$ cat config.mk
export PLATFORM = sky130hd
export DESIGN_NAME = sqct_cell
export DESIGN_NICKNAME = d
export VERILOG_FILES = /design/src/sqct_pkg.sv /design/src/sqct_cell.sv
export SDC_FILE = /design/constraint.sdc
export NUM_CORES = 1
export LEC_CHECK = 0
export CAP_MARGIN = 0
export CORE_ASPECT_RATIO = 0.5
export CORE_MARGIN = 2
export CORE_UTILIZATION = 60
export CTS_CLUSTER_DIAMETER = 100
export CTS_CLUSTER_SIZE = 12
export DETAILED_ROUTE_END_ITERATION = 12
export DONT_BUFFER_PORTS = 1
export GPL_ROUTABILITY_DRIVEN = 1
export PLACE_DENSITY = 0.76
export SYNTH_ARGS = -nofsm -noshare
export SYNTH_HDL_FRONTEND = slang
export SYNTH_SLANG_ARGS = --single-unit
$ cat constraint.sdc
create_clock -name clk -period 0.9 [get_ports clk]
set_input_delay 0.18 -clock clk [delete_from_list [all_inputs] [get_ports clk]]
set_output_delay 0.18 -clock clk [all_outputs]
set_load 0.005 [all_outputs]
$ cat src/sqct_pkg.sv
`timescale 1ns / 1ps
// ----------------------------------------------------------------------------
// sqct_pkg
// Shared constants, types and the quarter-wave sine table for the sprite
// quad corner transform.
// ----------------------------------------------------------------------------
package sqct_pkg;

	localparam int TRIG_DEPTH = 1024;
	localparam int IDX_W      = $clog2(TRIG_DEPTH);
	localparam int QTR        = TRIG_DEPTH / 4;
	localparam int QTR_W      = $clog2(QTR);

	localparam longint unsigned PI_HALF_Q30 = 64'd1686629713;

	// field widths of the datapath
	localparam int ANG_W  = 16;
	localparam int TRIG_W = 16;
	localparam int PROD_W = 30;
	localparam int TERM_W = 46;
	localparam int CEN_W  = 47;
	localparam int ACC_W  = 64;
	localparam int OUT_W  = 32;

	localparam logic [1:0] LAST_IDX = 2'd3;

	typedef logic [14:0] qsin_tab_t [QTR+1];

	typedef struct packed {
		logic signed [ACC_W-1:0]  a;
		logic signed [ACC_W-1:0]  b;
		logic signed [TERM_W-1:0] x11;
		logic signed [TERM_W-1:0] x21;
		logic signed [TERM_W-1:0] y12;
		logic signed [TERM_W-1:0] y22;
	} basis_t;

	typedef struct packed {
		logic [1:0]              idx;
		logic signed [OUT_W-1:0] x;
		logic signed [OUT_W-1:0] y;
		logic                    last;
	} corner_t;

	// sine of a first-quadrant phase in Q30, series to x^15, rounded to Q1.14
	function automatic logic [14:0] sin_q14(longint unsigned r);
		longint unsigned theta;
		longint unsigned x2;
		longint unsigned term;
		longint          s;
		theta = (r * PI_HALF_Q30) >> 30;
		x2    = (theta * theta) >> 30;
		term  = theta;
		s     = longint'(theta);
		term  = ((term * x2) >> 30) / 6;   s = s - longint'(term);
		term  = ((term * x2) >> 30) / 20;  s = s + longint'(term);
		term  = ((term * x2) >> 30) / 42;  s = s - longint'(term);
		term  = ((term * x2) >> 30) / 72;  s = s + longint'(term);
		term  = ((term * x2) >> 30) / 110; s = s - longint'(term);
		term  = ((term * x2) >> 30) / 156; s = s + longint'(term);
		term  = ((term * x2) >> 30) / 210; s = s - longint'(term);
		if (s < 0)
			s = 0;
		s = (s + 32768) >>> 16;
		if (s > 16384)
			s = 16384;
		return 15'(s);
	endfunction

	function automatic qsin_tab_t build_qsin_tab();
		qsin_tab_t t;
		for (int i = 0; i <= QTR; i++)
			t[i] = sin_q14(longint'(i) << (30 - QTR_W));
		return t;
	endfunction

	localparam qsin_tab_t QSIN_TAB = build_qsin_tab();

	// table sine or cosine of a 16-bit turn fraction, Q1.14
	function automatic logic signed [TRIG_W-1:0] trig_q14(logic [ANG_W-1:0] angle,
			logic cos_sel);
		logic [IDX_W-1:0]         i;
		logic [1:0]               quad;
		logic [QTR_W:0]           r;
		logic [QTR_W:0]           f;
		logic signed [TRIG_W-1:0] mag;
		i    = angle[ANG_W-1 -: IDX_W] + (cos_sel ? IDX_W'(QTR) : '0);
		quad = i[IDX_W-1 -: 2];
		r    = {1'b0, i[QTR_W-1:0]};
		f    = quad[0] ? (QTR_W+1)'(QTR) - r : r;
		mag  = {1'b0, QSIN_TAB[f]};
		return quad[1] ? -mag : mag;
	endfunction

endpackage

$ cat src/sqct_cell.sv
`timescale 1ns / 1ps
// ----------------------------------------------------------------------------
// sqct_cell
// One corner slot of the output row. On load it forms its own corner from
// the basis; on shift it takes the corner of its upstream neighbor.
// ----------------------------------------------------------------------------
module sqct_cell (
	input  logic               clk,
	input  logic               arst_n,
	input  logic [1:0]         idx,
	input  logic               load,
	input  logic               shift,
	input  sqct_pkg::basis_t   basis,
	input  logic               nb_valid,
	input  sqct_pkg::corner_t  nb_corner,
	output logic               valid,
	output sqct_pkg::corner_t  corner
);
	import sqct_pkg::*;

	logic              valid_q;
	corner_t           corner_q;
	corner_t           own;
	logic signed [ACC_W-1:0] sx, sy;

	// Q44 to Q16.16, round half up, clamp
	function automatic logic signed [OUT_W-1:0] to_out(logic signed [ACC_W-1:0] v);
		logic signed [ACC_W-1:0] t;
		logic signed [ACC_W-1:0] f;
		t = v + (ACC_W'(1) <<< 27);
		f = t >>> 28;
		if (f > ACC_W'(64'sd2147483647))
			return {1'b0, {(OUT_W-1){1'b1}}};
		else if (f < -ACC_W'(64'sd2147483648))
			return {1'b1, {(OUT_W-1){1'b0}}};
		else
			return f[OUT_W-1:0];
	endfunction

	// corner sign pattern: x11/y12 positive on odd corners, x21/y22 on top row
	always_comb begin
		sx = basis.a
			+ (idx[0] ? (ACC_W'(basis.x11) <<< 8) : -(ACC_W'(basis.x11) <<< 8))
			+ (idx[1] ? -(ACC_W'(basis.x21) <<< 8) : (ACC_W'(basis.x21) <<< 8));
		sy = basis.b
			+ (idx[0] ? (ACC_W'(basis.y12) <<< 8) : -(ACC_W'(basis.y12) <<< 8))
			+ (idx[1] ? -(ACC_W'(basis.y22) <<< 8) : (ACC_W'(basis.y22) <<< 8));
		own.idx  = idx;
		own.x    = to_out(sx);
		own.y    = to_out(sy);
		own.last = (idx == LAST_IDX);
	end

	always_ff @(posedge clk or negedge arst_n) begin
		if (!arst_n)
			valid_q <= 1'b0;
		else if (load)
			valid_q <= 1'b1;
		else if (shift)
			valid_q <= nb_valid;
	end

	always_ff @(posedge clk) begin
		if (load)
			corner_q <= own;
		else if (shift)
			corner_q <= nb_corner;
	end

	assign valid  = valid_q;
	assign corner = corner_q;

endmodule

* Word-level counts from Yosys, hierarchy flattened *
Index checks and enable logic that the tools add are counted.

word-level totals
  output and inout port bits = 68
  logic and storage cells = 33
  register bits after elaboration = 68

cells by class
  reduce and logical (&&, ||, !) cells = 1
  magnitude comparators = 4
  muxes and demuxes = 12
  add/subtract/negate cells = 10
  equal/unequal tests = 1

operators with widths
  operator                                                       number
  adder 64 bit                                                   4
  two-way mux 64 bit                                             4
  negator 54 -> 64 bit                                           4
  two-way mux 67 bit                                             2
  adder 64 x 29 -> 64 bit (second input constant)                2
  two-way mux 32 bit                                             4
  > comparator 36 x 32 -> 1 bit (second input constant)          2
  less-than comparator 36 x 32 -> 1 bit (second input constant)  2
  equality test 2 bit (second input constant)                    1
  two-way mux 1 bit                                              2
  nonzero test 2 bit                                             1

* Logic depth before layout (Yosys ltp) *
  depth in word-level cells = 9
  mapped depth = 27
  gate-level depth less buffers = 26

* Worst setup path after synthesis *
No wires, ideal clock.

  path type = input to register
  start = in basis[144] (netlist bit)
  end = reg corner_q (netlist bit corner[40]) (data pin)
  path slack = -5.387 ns
  stages = 22
  library setup time = 0.261 ns
  data arrival time = 6.026 ns
  cell sequence = or4_1 > or4_1 > nor3_1 > and2_1 > clkbuf_1 > nand2_1 > nor2_1 > a211oi_1 > a21oi_1 > inv_1 > fa_1 > ha_1 > ha_1 > nand2_1 > or3_1 > or4_1 > or3_1 > o211ai_1 > xnor2_1 > o311a_1 > buf_2 > a221o_1

on the way
  cells in the longest elaborated chain, start to end = 9

ends and longest elaborated chain
  what                                   RTL line         RTL
  start: declaration                     sqct_cell.sv:13  input sqct_pkg::basis_t basis,
  negator 54 -> 64 bit                   sqct_cell.sv:43  + (idx[0] ? (ACC_W'(basis.x11) <<< 8) : -(ACC_W'(basis.x11) <<< 8))
  two-way mux 64 bit *                   sqct_cell.sv:43
  adder 64 bit *                         sqct_cell.sv:43
  adder 64 bit *                         sqct_cell.sv:44  + (idx[1] ? -(ACC_W'(basis.x21) <<< 8) : (ACC_W'(basis.x21) <<< 8));
  adder 64 x 29 -> 64 bit *              sqct_cell.sv:30  t = v + (ACC_W'(1) <<< 27);
  less-than comparator 36 x 32 -> 1 bit  sqct_cell.sv:34  else if (f < -ACC_W'(64'sd2147483648))
  two-way mux 32 bit                     sqct_cell.sv:34
  two-way mux 32 bit *                   sqct_cell.sv:32  if (f > ACC_W'(64'sd2147483647))
  two-way mux 67 bit *                   sqct_cell.sv:64  if (load)
  end signal: assignment                 sqct_cell.sv:65  corner_q <= own;
  end signal: assignment                 sqct_cell.sv:67  corner_q <= nb_corner;
  end: declaration                       sqct_cell.sv:22  corner_t corner_q;

Every way passes the cells marked *; elsewhere a longest branch is shown, timed or not.
A chain may end at the register's enable or synchronous reset.

* Worst setup path after layout *
  start = in basis[101] (netlist bit)
  end = reg corner_q (netlist bit corner[61]) (data pin)

on the way
  cells in the longest elaborated chain, start to end = 8

ends and longest elaborated chain
  what                                   RTL line
  negator 54 -> 64 bit                   sqct_cell.sv:44
  two-way mux 64 bit *                   sqct_cell.sv:44
  adder 64 bit *                         sqct_cell.sv:44
  adder 64 x 29 -> 64 bit *              sqct_cell.sv:30
  less-than comparator 36 x 32 -> 1 bit  sqct_cell.sv:34
  two-way mux 32 bit                     sqct_cell.sv:34
  two-way mux 32 bit *                   sqct_cell.sv:32
  two-way mux 67 bit *                   sqct_cell.sv:64

Marked as above.

==> impl_metrics.prom <==
# TYPE chip_impl_metric gauge
chip_impl_metric{name="dr.pass1.iters",unit=""} 6
chip_impl_info{name="crit_end",value="corner[61]$_DFFE_PP_"} 1
chip_impl_metric{name="worst_path_largest_cell_delay",unit="ns"} 0.58
chip_impl_metric{name="power.density_cell_area",unit="mW/mm^2"} 2392
chip_impl_metric{name="clock_skew",unit="ns"} 0
chip_impl_metric{name="grt_pass1_wl",unit="um"} 91730
chip_impl_metric{name="grt_start_max_net_pins",unit=""} 109
chip_impl_info{name="rsz_0062_raised_after_global_routing",value="true"} 1
chip_impl_metric{name="synthesis.nets",unit=""} 2502
chip_impl_metric{name="detail-route-antenna-nets",unit=""} 0
chip_impl_info{name="holdCritStartpoint",value="nb_corner[65]"} 1
chip_impl_metric{name="worstRegToRegCells",unit=""} 2
chip_impl_metric{name="dpl-instance-area",unit="mm^2"} 0.01921
chip_impl_metric{name="grt_antenna_before_repair",unit=""} 1
chip_impl_info{name="violated_checks",value="negative setup slack"} 1
chip_impl_metric{name="timing.critical_path.fanout_max",unit=""} 8
chip_impl_metric{name="cp.required",unit="ns"} 1.01
chip_impl_metric{name="via_count",unit=""} 17088
chip_impl_info{name="cpMostUsedCell",value="or3_4"} 1
chip_impl_info{name="synth.most_common_cell",value="ha_1"} 1
chip_impl_metric{name="setup-tns-final",unit="ns"} -325.27
chip_impl_info{name="post-synth-top-area-cell",value="ha_1"} 1
chip_impl_metric{name="yosys.area.top_type_share",unit="%"} 17.36
chip_impl_metric{name="detailed_place_hpwl",unit="um"} 47350
chip_impl_metric{name="grt_usage",unit="%"} 42.88
chip_impl_metric{name="row_count",unit=""} 41
chip_impl_metric{name="drc",unit=""} 0
chip_impl_metric{name="floorplan.initialDensity",unit="%"} 61.42
chip_impl_metric{name="io-pin-count",unit=""} 454
chip_impl_info{name="clockRootBuffer",value="clkbuf_16"} 1
chip_impl_info{name="start_kind",value="primary input"} 1
chip_impl_metric{name="post_layout_min_period",unit="ns"} 6.264
chip_impl_metric{name="fin_nets",unit=""} 2904
chip_impl_metric{name="post-route-period-util",unit="%"} 696.0
chip_impl_metric{name="post-route-util",unit="%"} 82.67
chip_impl_info{name="cp_cell_sequence",value="or4_4 > nor4_4 > nand4_1 > inv_2 > nand3_4 > or3_4 > or3_4 > or3_4 > a21oi_4 > inv_2 > fa_1 > ha_4 > ha_4 > nand2_4 > or3_4 > or4_4 > or3_1 > o211ai_1 > xnor2_1 > o311a_4 > buf_12 > a221o_1"} 1
chip_impl_metric{name="vdd.ir_drop.worst",unit="uV"} 1605
chip_impl_metric{name="yosysWarnings",unit=""} 0
chip_impl_metric{name="clk_latency",unit="ns"} 0.37
chip_impl_metric{name="ctsLongestPathBuffers",unit=""} 2
chip_impl_metric{name="use_met2",unit="%"} 73.12
chip_impl_info{name="r2r_start",value="valid$_DFFE_PN0P_"} 1
chip_impl_metric{name="max-cap-violations",unit=""} 0
chip_impl_info{name="hp-class",value="in2reg"} 1
chip_impl_metric{name="worst_path_setup_slack_after_routing",unit="ns"} -5.364
chip_impl_info{name="tritoncts",value="built"} 1
chip_impl_metric{name="timing.critical_path.arrival",unit="ns"} 6.38
chip_impl_metric{name="synth-edff-count",unit=""} 67
chip_impl_info{name="timing.critical_path.from",value="basis[101]"} 1
chip_impl_info{name="timing.rr.end",value="valid$_DFFE_PN0P_"} 1
chip_impl_metric{name="p_leak",unit="nW"} 9.433
chip_impl_info{name="crit_slowest_cell",value="fa_1"} 1
chip_impl_metric{name="number_of_diodes_added_for_antenna_fixing",unit=""} 0
chip_impl_metric{name="synth_sequential_area_ratio",unit="%"} 13.09
chip_impl_metric{name="rrSetupSlack",unit="ns"} 0.19
chip_impl_metric{name="clk_transition_reported_paths",unit="ns"} 0.08
chip_impl_metric{name="grt_met1_usage",unit="%"} 48.69
chip_impl_metric{name="cell_count_after_synthesis",unit=""} 1792
chip_impl_metric{name="drive_above_1_share",unit="%"} 29.65
chip_impl_info{name="synthFlopType",value="edfxtp_1"} 1
chip_impl_info{name="post_synth_main_area_contributors",value="ha_1, fa_1, edfxtp_1, xnor2_1, xor2_1"} 1
chip_impl_info{name="criticalPathCategory",value="in2reg"} 1
chip_impl_info{name="grt_busiest_layer",value="met2"} 1
chip_impl_metric{name="grt-ovfl-total",unit=""} 0
chip_impl_metric{name="cts_made_buffers",unit=""} 9
chip_impl_metric{name="drc_marker_count_from_the_first_detailed_route_iteration",unit=""} 1840
chip_impl_metric{name="mappedNetlistArea",unit="mm^2"} 0.01556
chip_impl_metric{name="buffer_ports.inserted",unit=""} 0
chip_impl_metric{name="cts.htree.levels",unit=""} 3
chip_impl_metric{name="fmax",unit="GHz"} 0.1596
chip_impl_metric{name="maxSlewViolCount",unit=""} 0
chip_impl_metric{name="timing.final.setup_violations",unit=""} 132
chip_impl_metric{name="die_y",unit="um"} 117.9
chip_impl_metric{name="yosysUniqueCellTypes",unit=""} 78
chip_impl_metric{name="syn_avg_cell_area",unit="um^2"} 8.685
chip_impl_metric{name="design_area",unit="mm^2"} 0.02095
chip_impl_metric{name="routed_wirelength",unit="um"} 64620
chip_impl_metric{name="synthToLayoutAreaGrowth",unit="%"} 34.60
chip_impl_metric{name="holdWs",unit="ns"} 0.001785
chip_impl_metric{name="globalRouteMet3Util",unit="%"} 10.17
chip_impl_metric{name="grt_pass1_vias",unit=""} 17127
chip_impl_metric{name="finalWeightedCongestion",unit=""} 1.056
chip_impl_metric{name="max_slew.worst_pin.slew",unit="ns"} 0.9048
chip_impl_info{name="status",value="complete, but fails checks"} 1
chip_impl_info{name="list_of_most_frequent_post_synthesis_cells",value="ha_1, a21oi_1, xnor2_1"} 1
chip_impl_metric{name="synth_seq_cells",unit=""} 68
chip_impl_metric{name="placement_setup_slack",unit="ns"} -5.623
chip_impl_metric{name="final_hold_violation_count",unit=""} 0
chip_impl_metric{name="core_area",unit="mm^2"} 0.02534
chip_impl_metric{name="wire_per_inst",unit="um"} 25.41
chip_impl_metric{name="dieArea",unit="mm^2"} 0.02732
chip_impl_info{name="timing.critical_path.to_type",value="flop"} 1
chip_impl_metric{name="maxSlewHeadroom",unit="%"} 38.91
chip_impl_metric{name="cts.sinks",unit=""} 68
chip_impl_metric{name="vias_per_cell",unit=""} 6.720
chip_impl_metric{name="dieWidth",unit="um"} 231.8
chip_impl_metric{name="async_reset_ff_share",unit="%"} 1.471
-- report_power, final --
group | leakage [nW] | switching (mW) | internal (mW)
logic | 8.60 | 20.4 | 19.4
registers | 0.691 | 0.832 | 5.66
clock network | 0.139 | 1.65 | 2.13
total | 9.43 | 22.9 | 27.2
-- worst max-delay path: cells and delay by family --
kind	cells	cell delay, ns
AOI/OAI and AO/OA	4	1.06
buffers and inverters	3	0.38
xor gates and xnor gates	1	0.15
adders and majority gates	3	1.09
and+or+nand+nor	11	3.50
-- cell usage in the layout, fill, tap and decap left out, drive strengths merged, types with 33 or more instances in the layout --
cell      n
ha      216
inv     142
a21oi   168
nand3    33
nor2    119
xor2    100
fa      108
a221o    62
buf     444
nand2    88
edfxtp   67
a21o     43
nor3     54
o21ai    87
xnor2   153
-- cell families after synthesis --
group | synth area share, %
fa+ha+maj | 31.26
xor+xnor | 14.24
simple gates | 14.48
buf+inv | 5.000
compound gates | 21.47
mux | 0.4663
flops | 13.09
-- area by class of cell --
class                      instances  area, um^2
clock buffer                      11       232.7
inverter                         143       556.8
multi-input combinational       1524       14010
timing repair buffer             448        3630
sequential                        68        2037
tap                              344       430.4
clock inverter                     5       52.55
fill                            1478        4393
-- repair_timing --
action / CTS / global route
cloned: 5 / 1
endpoints found under the hold margin: 2 / 0
buffers inserted: 39 / 20
hold buffers: 3 / 0
setup endpoints to repair: 132 / 132
pin swaps: 32 / 100
gates resized for setup: 54 / 104
-- worst min path at each step --
stage	endpoint	slack, ns	cells after the start
after detailed placement	valid$_DFFE_PN0P_	-0.12	0
after global routing	corner[66]$_DFFE_PP_	0.0002	1
after floorplan	valid$_DFFE_PN0P_	-0.12	0
after CTS	corner[66]$_DFFE_PP_	0.004	1
after global placement	valid$_DFFE_PN0P_	-0.12	0
final	corner[65]$_DFFE_PP_	0.002	1
-- layer usage --
| metal | vias to the layer above | routed length, um |
|---|---|---|
| met2 | 1185 | 29830 |
| met1 | 8150 | 22730 |
| met3 | 406 | 6958 |
| met5 | - | 0 |
| li1 | 7347 | - |
| met4 | 0 | 5102 |
-- sequential cells by signal, summed over array words and instances, names as in the netlist --
| register | cells |
|---|---|
| valid | 1 |
| corner | 67 |
-- metrics by stage --
step                      power, mW  cells
after floorplan               26.99   1792
after global placement        38.84   2463
after detailed placement      40.25   2463
after CTS                     46.65   2525
after global routing          52.91   2543
final                         50.11   2543
Power figures use the tool's default switching activity.
